File: config.mk
export PLATFORM = sky130hd
export DESIGN_NAME = ipv4_fragment_header_generator_flat
export DESIGN_NICKNAME = d
export VERILOG_FILES = /design/src/rtl/fhg_pkg.sv /design/src/rtl/fhg_if.sv /design/src/rtl/fhg_ctrl.sv /design/src/rtl/fhg_datapath.sv /design/src/rtl/ipv4_fragment_header_generator.sv /design/src/flat_wrapper.sv
export VERILOG_INCLUDE_DIRS = /design/src /design/src/rtl
export SDC_FILE = /design/constraint.sdc
export NUM_CORES = 1
export LEC_CHECK = 0
export BUFFER_PORTS_ARGS = -buffer_cell sky130_fd_sc_hd__buf_2
export CORE_AREA = 3 3 124 246
export DETAILED_ROUTE_END_ITERATION = 7
export DIE_AREA = 0 0 127 249
export GPL_TIMING_DRIVEN = 0
export PLACE_DENSITY = 0.72
export SLEW_MARGIN = 10
export SYNTH_ARGS = -nofsm -noshare
export SYNTH_HDL_FRONTEND = slang
export SYNTH_SLANG_ARGS = --single-unit
File: constraint.sdc
create_clock -name clk -period 19.6 [get_ports clk]
set_clock_uncertainty 0.1 [all_clocks]
set_input_delay 2.94 -clock clk [delete_from_list [all_inputs] [get_ports clk]]
set_output_delay 2.94 -clock clk [all_outputs]
set_load 0.1 [all_outputs]
File: src/rtl/assert_macros.svh
// ---------------------------------------------------------------------------
// assertion macros
// concurrent checks that drop out of synthesis builds
// ---------------------------------------------------------------------------
`ifndef ASSERT_MACROS_SVH
`define ASSERT_MACROS_SVH

`ifndef SYNTHESIS

`define FHG_ASSERT(label, clk, rst_n, prop) \
  label: assert property (@(posedge clk) disable iff (!rst_n) prop) \
    else $error("fhg assertion failed");

`define FHG_ASSERT_RST(label, clk, prop) \
  label: assert property (@(posedge clk) prop) \
    else $error("fhg reset assertion failed");

`else

`define FHG_ASSERT(label, clk, rst_n, prop)

`define FHG_ASSERT_RST(label, clk, prop)

`endif

`endif

File: src/rtl/fhg_pkg.sv
// ---------------------------------------------------------------------------
// fhg_pkg
// shared types and constants of the ipv4 fragment header generator
// ---------------------------------------------------------------------------
`default_nettype none

package fhg_pkg;

  localparam logic [15:0] HDR_BYTES  = 16'd60;
  localparam logic [7:0]  VER_IHL    = 8'h4F;
  localparam logic [7:0]  TTL_RESET  = 8'd64;
  localparam logic [7:0]  TOS_RESET  = 8'd0;
  localparam int          CFG_IDX_W  = 8;

  localparam logic [CFG_IDX_W-1:0] REG_TOS = 8'd0;
  localparam logic [CFG_IDX_W-1:0] REG_TTL = 8'd1;

  // header word picked for the checksum adder
  typedef enum logic [3:0] {
    W_TOS    = 4'd0,
    W_ID     = 4'd1,
    W_TTL    = 4'd2,
    W_SRC_HI = 4'd3,
    W_SRC_LO = 4'd4,
    W_DST_HI = 4'd5,
    W_DST_LO = 4'd6,
    W_TLEN   = 4'd7,
    W_FO     = 4'd8
  } word_sel_t;

  typedef struct packed {
    logic      load;
    logic      add;
    logic      from_base;
    word_sel_t sel;
    logic      save_base;
    logic      emit;
  } fhg_cmd_t;

  typedef struct packed {
    logic last;
  } fhg_sts_t;

  typedef struct packed {
    logic [15:0] datagram_len;
    logic [15:0] identification;
    logic        more_fragments;
    logic [12:0] fragment_offset;
    logic [7:0]  hdr_protocol;
    logic [15:0] header_checksum;
    logic [31:0] hdr_source;
    logic [31:0] hdr_destination;
    logic [15:0] payload_start;
    logic [10:0] payload_bytes;
    logic        last_fragment;
  } frag_t;

endpackage

`default_nettype wire

File: src/rtl/fhg_if.sv
// ---------------------------------------------------------------------------
// fhg channel interfaces
// request, fragment and register write channels with valid/ready
// ---------------------------------------------------------------------------
`default_nettype none

interface fhg_req_if;
  logic        valid;
  logic        ready;
  logic [15:0] payload_length;
  logic [7:0]  protocol_number;
  logic [31:0] source_address;
  logic [31:0] destination_address;

  modport source (output valid, payload_length, protocol_number, source_address,
                  destination_address, input ready);
  modport sink   (input valid, payload_length, protocol_number, source_address,
                  destination_address, output ready);
endinterface

interface fhg_frag_if;
  logic        valid;
  logic        ready;
  logic [15:0] datagram_len;
  logic [15:0] identification;
  logic        more_fragments;
  logic [12:0] fragment_offset;
  logic [7:0]  hdr_protocol;
  logic [15:0] header_checksum;
  logic [31:0] hdr_source;
  logic [31:0] hdr_destination;
  logic [15:0] payload_start;
  logic [10:0] payload_bytes;
  logic        last_fragment;

  modport source (output valid, datagram_len, identification, more_fragments,
                  fragment_offset, hdr_protocol, header_checksum, hdr_source,
                  hdr_destination, payload_start, payload_bytes, last_fragment,
                  input ready);
  modport sink   (input valid, datagram_len, identification, more_fragments,
                  fragment_offset, hdr_protocol, header_checksum, hdr_source,
                  hdr_destination, payload_start, payload_bytes, last_fragment,
                  output ready);
endinterface

interface fhg_cfg_if;
  logic                           valid;
  logic                           ready;
  logic [fhg_pkg::CFG_IDX_W-1:0]  reg_index;
  logic [7:0]                     wdata;

  modport source (output valid, reg_index, wdata, input ready);
  modport sink   (input valid, reg_index, wdata, output ready);
endinterface

`default_nettype wire

File: src/rtl/fhg_ctrl.sv
// ---------------------------------------------------------------------------
// fhg_ctrl
// sequencer: header word sums per request and per fragment, output slot
// ---------------------------------------------------------------------------
`default_nettype none
`include "assert_macros.svh"

module fhg_ctrl (
  input  wire logic              clk,
  input  wire logic              rst_n,
  input  wire logic              in_valid,
  output logic                   in_ready,
  output logic                   out_valid,
  input  wire logic              out_ready,
  input  wire fhg_pkg::fhg_sts_t sts,
  output fhg_pkg::fhg_cmd_t      cmd
);

  typedef enum logic [3:0] {
    ST_IDLE = 4'b0001,
    ST_BASE = 4'b0010,
    ST_FRAG = 4'b0100,
    ST_SEND = 4'b1000
  } state_t;

  localparam logic [2:0] BASE_LAST = 3'd6;
  localparam logic [2:0] FRAG_LAST = 3'd1;

  state_t     state_r, state_nxt;
  logic [2:0] cnt_r, cnt_nxt;
  logic       out_valid_r, out_valid_nxt;
  logic       send_ok;

  assign send_ok   = !out_valid_r || out_ready;
  assign in_ready  = (state_r == ST_IDLE);
  assign out_valid = out_valid_r;

  always_comb begin
    state_nxt     = state_r;
    cnt_nxt       = cnt_r;
    cmd           = '0;
    cmd.sel       = fhg_pkg::W_TOS;
    case (state_r)
      ST_IDLE: begin
        if (in_valid) begin
          cmd.load  = 1'b1;
          cnt_nxt   = '0;
          state_nxt = ST_BASE;
        end
      end
      ST_BASE: begin
        cmd.add = 1'b1;
        cmd.sel = fhg_pkg::word_sel_t'({1'b0, cnt_r});
        if (cnt_r == BASE_LAST) begin
          cmd.save_base = 1'b1;
          cnt_nxt       = '0;
          state_nxt     = ST_FRAG;
        end else begin
          cnt_nxt = cnt_r + 3'd1;
        end
      end
      ST_FRAG: begin
        cmd.add       = 1'b1;
        cmd.from_base = (cnt_r == '0);
        cmd.sel       = (cnt_r == FRAG_LAST) ? fhg_pkg::W_FO : fhg_pkg::W_TLEN;
        if (cnt_r == FRAG_LAST) begin
          cnt_nxt   = '0;
          state_nxt = ST_SEND;
        end else begin
          cnt_nxt = cnt_r + 3'd1;
        end
      end
      ST_SEND: begin
        if (send_ok) begin
          cmd.emit  = 1'b1;
          state_nxt = sts.last ? ST_IDLE : ST_FRAG;
        end
      end
      default: begin
        state_nxt = ST_IDLE;
        cnt_nxt   = '0;
      end
    endcase
  end

  always_comb begin
    if (cmd.emit) begin
      out_valid_nxt = 1'b1;
    end else if (out_ready) begin
      out_valid_nxt = 1'b0;
    end else begin
      out_valid_nxt = out_valid_r;
    end
  end

  always_ff @(posedge clk) begin
    if (!rst_n) begin
      state_r     <= ST_IDLE;
      cnt_r       <= '0;
      out_valid_r <= 1'b0;
    end else begin
      state_r     <= state_nxt;
      cnt_r       <= cnt_nxt;
      out_valid_r <= out_valid_nxt;
    end
  end

  `FHG_ASSERT(a_emit_slot_free, clk, rst_n, cmd.emit |-> (!out_valid_r || out_ready))
  `FHG_ASSERT(a_load_to_base, clk, rst_n, cmd.load |=> (state_r == ST_BASE && cnt_r == 3'd0))
  `FHG_ASSERT(a_last_to_idle, clk, rst_n, (cmd.emit && sts.last) |=> in_ready)
  `FHG_ASSERT_RST(a_reset_no_out, clk, !rst_n |=> !out_valid_r)

endmodule

`default_nettype wire

File: src/rtl/fhg_datapath.sv
// ---------------------------------------------------------------------------
// fhg_datapath
// request registers, fragment walk, one's complement adder, output register
// ---------------------------------------------------------------------------
`default_nettype none
`include "assert_macros.svh"

module fhg_datapath #(
  parameter int MAX_FRAGMENT_PAYLOAD = 1440
) (
  input  wire logic                              clk,
  input  wire logic                              rst_n,
  input  wire fhg_pkg::fhg_cmd_t                 cmd,
  output fhg_pkg::fhg_sts_t                      sts,
  input  wire logic [15:0]                       req_length,
  input  wire logic [7:0]                        req_protocol,
  input  wire logic [31:0]                       req_source,
  input  wire logic [31:0]                       req_destination,
  input  wire logic                              cfg_we,
  input  wire logic [fhg_pkg::CFG_IDX_W-1:0]     cfg_index,
  input  wire logic [7:0]                        cfg_data,
  output fhg_pkg::frag_t                         frag
);

  localparam int CLAMPED = (MAX_FRAGMENT_PAYLOAD < 1024) ? 1024 :
                           (MAX_FRAGMENT_PAYLOAD > 1480) ? 1480 : MAX_FRAGMENT_PAYLOAD;
  localparam int CHUNK   = CLAMPED - (CLAMPED % 8);
  localparam logic [10:0] CHUNK_B = 11'(CHUNK);

  logic [7:0]  tos_r, ttl_r;
  logic [15:0] id_counter_r, id_r;
  logic [15:0] offset_r, remaining_r;
  logic [7:0]  proto_r;
  logic [31:0] src_r, dst_r;
  logic [15:0] acc_r, base_r;
  fhg_pkg::frag_t frag_r;

  logic        last;
  logic [10:0] bytes;
  logic [15:0] tlen, fo, word, addend;
  logic [16:0] raw_sum;
  logic [15:0] acc_nxt;

  assign last  = (remaining_r <= {5'b0, CHUNK_B});
  assign bytes = last ? remaining_r[10:0] : CHUNK_B;
  assign tlen  = fhg_pkg::HDR_BYTES + {5'b0, bytes};
  assign fo    = {2'b00, !last, offset_r[15:3]};
  assign sts.last = last;

  always_comb begin
    case (cmd.sel)
      fhg_pkg::W_TOS:    word = {fhg_pkg::VER_IHL, tos_r};
      fhg_pkg::W_ID:     word = id_r;
      fhg_pkg::W_TTL:    word = {ttl_r, proto_r};
      fhg_pkg::W_SRC_HI: word = src_r[31:16];
      fhg_pkg::W_SRC_LO: word = src_r[15:0];
      fhg_pkg::W_DST_HI: word = dst_r[31:16];
      fhg_pkg::W_DST_LO: word = dst_r[15:0];
      fhg_pkg::W_TLEN:   word = tlen;
      fhg_pkg::W_FO:     word = fo;
      default:           word = 16'h0000;
    endcase
  end

  // end-around carry add
  assign addend  = cmd.from_base ? base_r : acc_r;
  assign raw_sum = {1'b0, addend} + {1'b0, word};
  assign acc_nxt = raw_sum[15:0] + {15'b0, raw_sum[16]};

  always_ff @(posedge clk) begin
    if (!rst_n) begin
      tos_r        <= fhg_pkg::TOS_RESET;
      ttl_r        <= fhg_pkg::TTL_RESET;
      id_counter_r <= '0;
      offset_r     <= '0;
      remaining_r  <= '0;
    end else begin
      if (cfg_we && cfg_index == fhg_pkg::REG_TOS) begin
        tos_r <= cfg_data;
      end
      if (cfg_we && cfg_index == fhg_pkg::REG_TTL) begin
        ttl_r <= cfg_data;
      end
      if (cmd.load) begin
        id_counter_r <= id_counter_r + 16'd1;
        offset_r     <= '0;
        remaining_r  <= req_length;
      end else if (cmd.emit) begin
        offset_r    <= offset_r + {5'b0, bytes};
        remaining_r <= remaining_r - {5'b0, bytes};
      end
    end
  end

  always_ff @(posedge clk) begin
    if (cmd.load) begin
      id_r    <= id_counter_r;
      proto_r <= req_protocol;
      src_r   <= req_source;
      dst_r   <= req_destination;
      acc_r   <= '0;
    end else if (cmd.add) begin
      acc_r <= acc_nxt;
    end
    if (cmd.save_base) begin
      base_r <= acc_nxt;
    end
    if (cmd.emit) begin
      frag_r.datagram_len    <= tlen;
      frag_r.identification  <= id_r;
      frag_r.more_fragments  <= !last;
      frag_r.fragment_offset <= offset_r[15:3];
      frag_r.hdr_protocol    <= proto_r;
      frag_r.header_checksum <= ~acc_r;
      frag_r.hdr_source      <= src_r;
      frag_r.hdr_destination <= dst_r;
      frag_r.payload_start   <= offset_r;
      frag_r.payload_bytes   <= bytes;
      frag_r.last_fragment   <= last;
    end
  end

  assign frag = frag_r;

  `FHG_ASSERT(a_full_chunk, clk, rst_n, (cmd.emit && !last) |=> frag_r.payload_bytes == CHUNK_B)
  `FHG_ASSERT(a_last_drains, clk, rst_n, (cmd.emit && last) |=> remaining_r == 16'd0)
  `FHG_ASSERT(a_tlen_match, clk, rst_n, cmd.emit |=> frag_r.datagram_len == fhg_pkg::HDR_BYTES + {5'b0, frag_r.payload_bytes})

endmodule

`default_nettype wire

File: src/rtl/ipv4_fragment_header_generator.sv
// a request transfer loads the request registers, the base state sums the seven
// request words, then per fragment the fragment state adds the two fragment words
// through the single checksum adder and the send state emits once the output is
// free; the block takes no new request until its last fragment is emitted
// synchronous active-low reset: id counter cleared, tos 0, ttl 64, output empty
// ---------------------------------------------------------------------------
// ipv4_fragment_header_generator
// splits a send request into ipv4 fragment headers with checksum
// ---------------------------------------------------------------------------
`default_nettype none

module ipv4_fragment_header_generator #(
  parameter int MAX_FRAGMENT_PAYLOAD = 1440
) (
  input  wire logic   clk,
  input  wire logic   rst_n,
  fhg_req_if.sink     in_req,
  fhg_frag_if.source  out_frag,
  fhg_cfg_if.sink     cfg_wr
);

  fhg_pkg::fhg_cmd_t cmd;
  fhg_pkg::fhg_sts_t sts;
  fhg_pkg::frag_t    frag;
  logic              in_ready;
  logic              out_valid;

  assign cfg_wr.ready = 1'b1;
  assign in_req.ready = in_ready;
  assign out_frag.valid = out_valid;

  fhg_ctrl u_ctrl (
    .clk       (clk),
    .rst_n     (rst_n),
    .in_valid  (in_req.valid),
    .in_ready  (in_ready),
    .out_valid (out_valid),
    .out_ready (out_frag.ready),
    .sts       (sts),
    .cmd       (cmd)
  );

  fhg_datapath #(
    .MAX_FRAGMENT_PAYLOAD (MAX_FRAGMENT_PAYLOAD)
  ) u_datapath (
    .clk             (clk),
    .rst_n           (rst_n),
    .cmd             (cmd),
    .sts             (sts),
    .req_length      (in_req.payload_length),
    .req_protocol    (in_req.protocol_number),
    .req_source      (in_req.source_address),
    .req_destination (in_req.destination_address),
    .cfg_we          (cfg_wr.valid),
    .cfg_index       (cfg_wr.reg_index),
    .cfg_data        (cfg_wr.wdata),
    .frag            (frag)
  );

  assign out_frag.datagram_len    = frag.datagram_len;
  assign out_frag.identification  = frag.identification;
  assign out_frag.more_fragments  = frag.more_fragments;
  assign out_frag.fragment_offset = frag.fragment_offset;
  assign out_frag.hdr_protocol    = frag.hdr_protocol;
  assign out_frag.header_checksum = frag.header_checksum;
  assign out_frag.hdr_source      = frag.hdr_source;
  assign out_frag.hdr_destination = frag.hdr_destination;
  assign out_frag.payload_start   = frag.payload_start;
  assign out_frag.payload_bytes   = frag.payload_bytes;
  assign out_frag.last_fragment   = frag.last_fragment;

endmodule

`default_nettype wire
File: src/flat_wrapper.sv
// flat-port wrapper written by rule: the top's interface ports become plain ports
module ipv4_fragment_header_generator_flat 
#(
  parameter int MAX_FRAGMENT_PAYLOAD = 1440
)
  (clk, rst_n, in_req_valid, in_req_payload_length, in_req_protocol_number, in_req_source_address, in_req_destination_address, in_req_ready, out_frag_valid, out_frag_datagram_len, out_frag_identification, out_frag_more_fragments, out_frag_fragment_offset, out_frag_hdr_protocol, out_frag_header_checksum, out_frag_hdr_source, out_frag_hdr_destination, out_frag_payload_start, out_frag_payload_bytes, out_frag_last_fragment, out_frag_ready, cfg_wr_valid, cfg_wr_reg_index, cfg_wr_wdata, cfg_wr_ready);
  fhg_req_if in_req_i ();
  fhg_frag_if out_frag_i ();
  fhg_cfg_if cfg_wr_i ();
  input  wire logic clk;
  input  wire logic rst_n;
  input wire logic [$bits(in_req_i.valid)-1:0] in_req_valid;
  input wire logic [$bits(in_req_i.payload_length)-1:0] in_req_payload_length;
  input wire logic [$bits(in_req_i.protocol_number)-1:0] in_req_protocol_number;
  input wire logic [$bits(in_req_i.source_address)-1:0] in_req_source_address;
  input wire logic [$bits(in_req_i.destination_address)-1:0] in_req_destination_address;
  output wire logic [$bits(in_req_i.ready)-1:0] in_req_ready;
  output wire logic [$bits(out_frag_i.valid)-1:0] out_frag_valid;
  output wire logic [$bits(out_frag_i.datagram_len)-1:0] out_frag_datagram_len;
  output wire logic [$bits(out_frag_i.identification)-1:0] out_frag_identification;
  output wire logic [$bits(out_frag_i.more_fragments)-1:0] out_frag_more_fragments;
  output wire logic [$bits(out_frag_i.fragment_offset)-1:0] out_frag_fragment_offset;
  output wire logic [$bits(out_frag_i.hdr_protocol)-1:0] out_frag_hdr_protocol;
  output wire logic [$bits(out_frag_i.header_checksum)-1:0] out_frag_header_checksum;
  output wire logic [$bits(out_frag_i.hdr_source)-1:0] out_frag_hdr_source;
  output wire logic [$bits(out_frag_i.hdr_destination)-1:0] out_frag_hdr_destination;
  output wire logic [$bits(out_frag_i.payload_start)-1:0] out_frag_payload_start;
  output wire logic [$bits(out_frag_i.payload_bytes)-1:0] out_frag_payload_bytes;
  output wire logic [$bits(out_frag_i.last_fragment)-1:0] out_frag_last_fragment;
  input wire logic [$bits(out_frag_i.ready)-1:0] out_frag_ready;
  input wire logic [$bits(cfg_wr_i.valid)-1:0] cfg_wr_valid;
  input wire logic [$bits(cfg_wr_i.reg_index)-1:0] cfg_wr_reg_index;
  input wire logic [$bits(cfg_wr_i.wdata)-1:0] cfg_wr_wdata;
  output wire logic [$bits(cfg_wr_i.ready)-1:0] cfg_wr_ready;
  assign in_req_i.valid = in_req_valid;
  assign in_req_i.payload_length = in_req_payload_length;
  assign in_req_i.protocol_number = in_req_protocol_number;
  assign in_req_i.source_address = in_req_source_address;
  assign in_req_i.destination_address = in_req_destination_address;
  assign in_req_ready = in_req_i.ready;
  assign out_frag_valid = out_frag_i.valid;
  assign out_frag_datagram_len = out_frag_i.datagram_len;
  assign out_frag_identification = out_frag_i.identification;
  assign out_frag_more_fragments = out_frag_i.more_fragments;
  assign out_frag_fragment_offset = out_frag_i.fragment_offset;
  assign out_frag_hdr_protocol = out_frag_i.hdr_protocol;
  assign out_frag_header_checksum = out_frag_i.header_checksum;
  assign out_frag_hdr_source = out_frag_i.hdr_source;
  assign out_frag_hdr_destination = out_frag_i.hdr_destination;
  assign out_frag_payload_start = out_frag_i.payload_start;
  assign out_frag_payload_bytes = out_frag_i.payload_bytes;
  assign out_frag_last_fragment = out_frag_i.last_fragment;
  assign out_frag_i.ready = out_frag_ready;
  assign cfg_wr_i.valid = cfg_wr_valid;
  assign cfg_wr_i.reg_index = cfg_wr_reg_index;
  assign cfg_wr_i.wdata = cfg_wr_wdata;
  assign cfg_wr_ready = cfg_wr_i.ready;
  ipv4_fragment_header_generator #(.MAX_FRAGMENT_PAYLOAD(MAX_FRAGMENT_PAYLOAD)) u_core (.clk(clk), .rst_n(rst_n), .in_req(in_req_i), .out_frag(out_frag_i), .cfg_wr(cfg_wr_i));
endmodule
==> run_results.csv <==
group,metric,value,unit
timing,hold_violations,0,
final_layout,postLayoutCoreUtil,0.595,
routing,detail_routed_via_count_per_cell,5.69,
final_layout,multiInputGateArea,4650,um^2
place,number_of_placed_cells_counting_well_taps,1757,
final_layout,area.growth.synth_to_final,20.1,%
grt,grt_start_max_net_pins,36,
setup_path,reg2reg_from,"u_core.u_ctrl.state_r[2]",
floorplanning,fp.dieH,249,um
final_layout,final-seq-area,9180,um^2
setup_path,timing.critical_path.arrival,7.62,ns
min_path,hold_path_class,"reg2reg",
setup_path,rr_endpoint,"u_core.u_datapath.acc_r[15]",
timing,number_of_slew_limit_violations_in_the_final_report,0,
grt,first_pass_grt_wire_length,62.8,mm
grt,antenna_found_initial,4,
yosys,yosysSeqAreaShare,0.642,
setup_path,critPathRequiredTime,19.94,ns
setup_path,crit_start,"u_core.u_ctrl.state_r[2]",
place,dp_worst_setup_slack,12.39,ns
setup_path,timing.critical_path.to,"u_core.u_datapath.acc_r[15]",
clocking,cts_resized,0,
timing,max_clock_freq,137,MHz
routing,remaining_drc_errors,0,
timing,rsz0062_at_grt,"no",
timing,setup-tns-final,0,ns
timing,finalHoldWorstSlack,0.354,ns
place,gp_congestion,0.947,
setup_path,rr_worst_depth,25,
yosys,asyncSetResetFlopFracSynth,0,
grt,vias_in_the_first_global_route,10500,
flow_run,maxCapViolations,0,
floorplanning,ios,274,
clocking,ctsHtreeMaxLevel,1,
place,post_dp_cell_area,16300,um^2
yosys,post_synth.cell_area_avg,12.8,um^2
setup_path,critical_path.startpoint_type,"register",
place,portBuffers,268,
final_layout,final-instance-count-excl-fill,1814,
grt,track_usage,0.263,
clocking,cts_buffer_depth,3,
final_layout,layout-drive-gt1-share,0.269,
clocking,clkTransAtPathRegs,0.07,ns
floorplanning,dieArea,31600,um^2
setup_path,worstSetupPathType,"reg2reg",
routing,vias,10300,
timing,max-slew-margin-rel,0.305,
floorplanning,fp.coreArea,28800,um^2
pwr,total_leakage_power,6.61,nW
routing,wirelength,42.5,mm
setup_path,end_kind,"register",
routing,drt_pass1_iterations,6,
pwr,peakVddDrop,0.0940,mV
floorplanning,core.rowCount,88,
clocking,cts_post_setup_buffers_inserted,0,
routing,detail_route.wl_per_cell,23.4,um
timing,max_slew.worst_pin.slew,1.04,ns
routing,ant_nets,0,
timing,final.min_clock_period,7.28,ns
yosys,yosys_most_used_dff,"sky130_fd_sc_hd__edfxtp_1",
place,hpwl,33.0,mm
grt,overflow,0,
floorplanning,floorplan.initialDensity,0.496,
clocking,cts_hold_repair.buffers,0,
clocking,cts_root_buffer,"sky130_fd_sc_hd__clkbuf_16",
floorplanning,die_w,127,um
pwr,overall_power_after_layout,2.33,mW
outcome,run_status,"complete, no violations",
clocking,cts_tree,"yes",
routing,detail_route.iter0.violations,709,
yosys,post_synth_num_cell_types,81,
timing,share_of_the_cycle_needed_by_the_critical_path_after_routing,0.371,
final_layout,layout.filler_cells,2388,
clocking,tritoncts.num_buffers,28,
timing,postLayoutSetupSlackWorst,12.32,ns
final_layout,final_design_instance_area_without_fill,17200,um^2
clocking,clock-sinks,335,
final_layout,finalNetCount,1570,
yosys,syn-cell-area,14300,um^2
setup_path,worst-r2r-setup-slack,12.32,ns
clocking,clk_latency,0.57,ns
yosys,synth-seq-cells,335,
timing,final-setup-viol-count,0,
pwr,pwr_density_cell,136,nW/um^2
yosys,synth_warnings,0,
yosys,number_of_enable_flip_flop_cells_after_synthesis,247,
yosys,synth_cells,1116,
setup_path,largest_fanout_on_the_critical_path,10,
==> worst min path at each step <==
stage	startpoint	endpoint	slack, ns	cells after the start
4_1_cts	u_core.u_datapath.id_r[9]	u_core.u_datapath.frag[139]	0.35	0
6_report	u_core.u_datapath.id_r[9]	u_core.u_datapath.frag[139]	0.35	0
2_1_floorplan	u_core.u_datapath.id_counter_r[13]	u_core.u_datapath.id_r[13]	0.32	0
5_1_grt	u_core.u_datapath.id_r[9]	u_core.u_datapath.frag[139]	0.37	0
3_3_place_gp	u_core.u_datapath.src_r[6]	u_core.u_datapath.frag[66]	0.33	0
3_5_place_dp	u_core.u_datapath.id_r[9]	u_core.u_datapath.frag[139]	0.34	0
==> layout make-up <==
type,count,share of cell area
diodes,5,0.000729
plain buffers,65,0.0202
clock buffers,38,0.0454
clock inverters,14,0.00547
inverters,41,0.00897
multi-input cells,680,0.271
flip-flops and latches,335,0.535
well taps,360,0.0262
repair buffers,276,0.0875
==> layer usage <==
metal | up-vias | GRT usage | part of all wire
li1 | 4794 | - | -
met4 | 0 | 0.132 | 0.053
met5 | - | 0 | 0
met2 | 433 | 0.507 | 0.56
met3 | 83 | 0.0268 | 0.052
met1 | 5009 | 0.275 | 0.33
==> critical path, stage by stage (launching register included) <==
cell	delay, ns
sky130_fd_sc_hd__dfxtp_1	0.36
sky130_fd_sc_hd__nand2b_1	0.20
sky130_fd_sc_hd__nor3_2	0.38
sky130_fd_sc_hd__nand2_1	0.20
sky130_fd_sc_hd__nor3b_2	0.68
sky130_fd_sc_hd__clkbuf_1	0.72
sky130_fd_sc_hd__a221oi_1	0.29
sky130_fd_sc_hd__nand4_1	0.19
sky130_fd_sc_hd__ha_1	0.21
sky130_fd_sc_hd__inv_1	0.07
sky130_fd_sc_hd__fa_1	0.39
sky130_fd_sc_hd__nand2b_1	0.20
sky130_fd_sc_hd__a21o_1	0.24
sky130_fd_sc_hd__a211oi_2	0.34
sky130_fd_sc_hd__nor2_1	0.08
sky130_fd_sc_hd__o21ai_0	0.27
sky130_fd_sc_hd__a21o_1	0.17
sky130_fd_sc_hd__a21o_1	0.20
sky130_fd_sc_hd__ha_1	0.19
sky130_fd_sc_hd__and3_1	0.20
sky130_fd_sc_hd__nand4_1	0.16
sky130_fd_sc_hd__and3b_1	0.38
sky130_fd_sc_hd__nand4_2	0.15
sky130_fd_sc_hd__or3b_4	0.41
sky130_fd_sc_hd__xnor2_2	0.14
sky130_fd_sc_hd__o21a_1	0.19
==> flip-flops by register name, summed over array words and instances (netlist names), 8 cells and up <==
register / cells
u_core.u_datapath.frag: 143
u_core.u_datapath.remaining_r: 16
u_core.u_datapath.acc_r: 16
u_core.u_datapath.tos_r: 8
u_core.u_datapath.src_r: 32
u_core.u_datapath.proto_r: 8
u_core.u_datapath.id_counter_r: 16
u_core.u_datapath.dst_r: 32
u_core.u_datapath.ttl_r: 8
u_core.u_datapath.offset_r: 16
u_core.u_datapath.base_r: 16
u_core.u_datapath.id_r: 16
==> synth_stat cells, drive strengths merged, types with 8 or more instances <==
cell type / instances / area share
edfxtp: 247 / 0.52
nand2: 91 / 0.024
dfxtp: 88 / 0.12
nor2: 50 / 0.013
a21oi: 48 / 0.017
inv: 41 / 0.011
o21ai: 37 / 0.013
xnor2: 37 / 0.024
clkbuf: 34 / 0.0089
ha: 32 / 0.028
buf: 31 / 0.015
a22oi: 27 / 0.014
nor2b: 26 / 0.011
nand3: 25 / 0.0088
nor3: 25 / 0.0095
and2: 20 / 0.0088
xor2: 19 / 0.012
a211oi: 17 / 0.0096
a21boi: 16 / 0.0084
mux2: 16 / 0.013
mux2i: 16 / 0.011
nand4: 15 / 0.0070
a221oi: 13 / 0.0080
or3: 13 / 0.0058
a21o: 12 / 0.0063
a222oi: 11 / 0.0077
and3: 11 / 0.0048
nand2b: 11 / 0.0048
nor4: 8 / 0.0035
o211a: 8 / 0.0056
==> power breakdown <==
part	internal (mW)	switching (mW)
registers	0.918	0.0708
clock network	0.292	0.248
logic	0.232	0.572
total	1.44	0.891
==> cell families (layout without fill, tap and decap cells) <==
logic type	Yosys count	after routing	share of synthesized area
multiplexers	32	32	0.0238
AO/OA/AOI/OAI	234	234	0.117
flip-flops	335	335	0.642
other	2	12	0.000525
buffers and inverters	106	434	0.0347
XOR/XNOR	56	56	0.0354
adder cells (fa/ha/maj)	34	34	0.0308
AND/OR/NAND/NOR	317	317	0.116
==> layout by cell type, fill, tap and decap left out, types with 19 or more instances in the layout <==
master and count:
sky130_fd_sc_hd__a21oi_1 48, sky130_fd_sc_hd__a22oi_1 27, sky130_fd_sc_hd__and2_1 19, sky130_fd_sc_hd__buf_2 274, sky130_fd_sc_hd__buf_4 23, sky130_fd_sc_hd__clkbuf_1 40
sky130_fd_sc_hd__clkbuf_16 29, sky130_fd_sc_hd__dfxtp_1 88, sky130_fd_sc_hd__edfxtp_1 247, sky130_fd_sc_hd__ha_1 32, sky130_fd_sc_hd__inv_1 40, sky130_fd_sc_hd__nand2_1 91
sky130_fd_sc_hd__nand3_1 25, sky130_fd_sc_hd__nor2_1 49, sky130_fd_sc_hd__nor2b_1 26, sky130_fd_sc_hd__nor3_1 22, sky130_fd_sc_hd__o21ai_0 34, sky130_fd_sc_hd__xnor2_1 35
sky130_fd_sc_hd__xor2_1 19
Power figures use the tool's default switching activity.
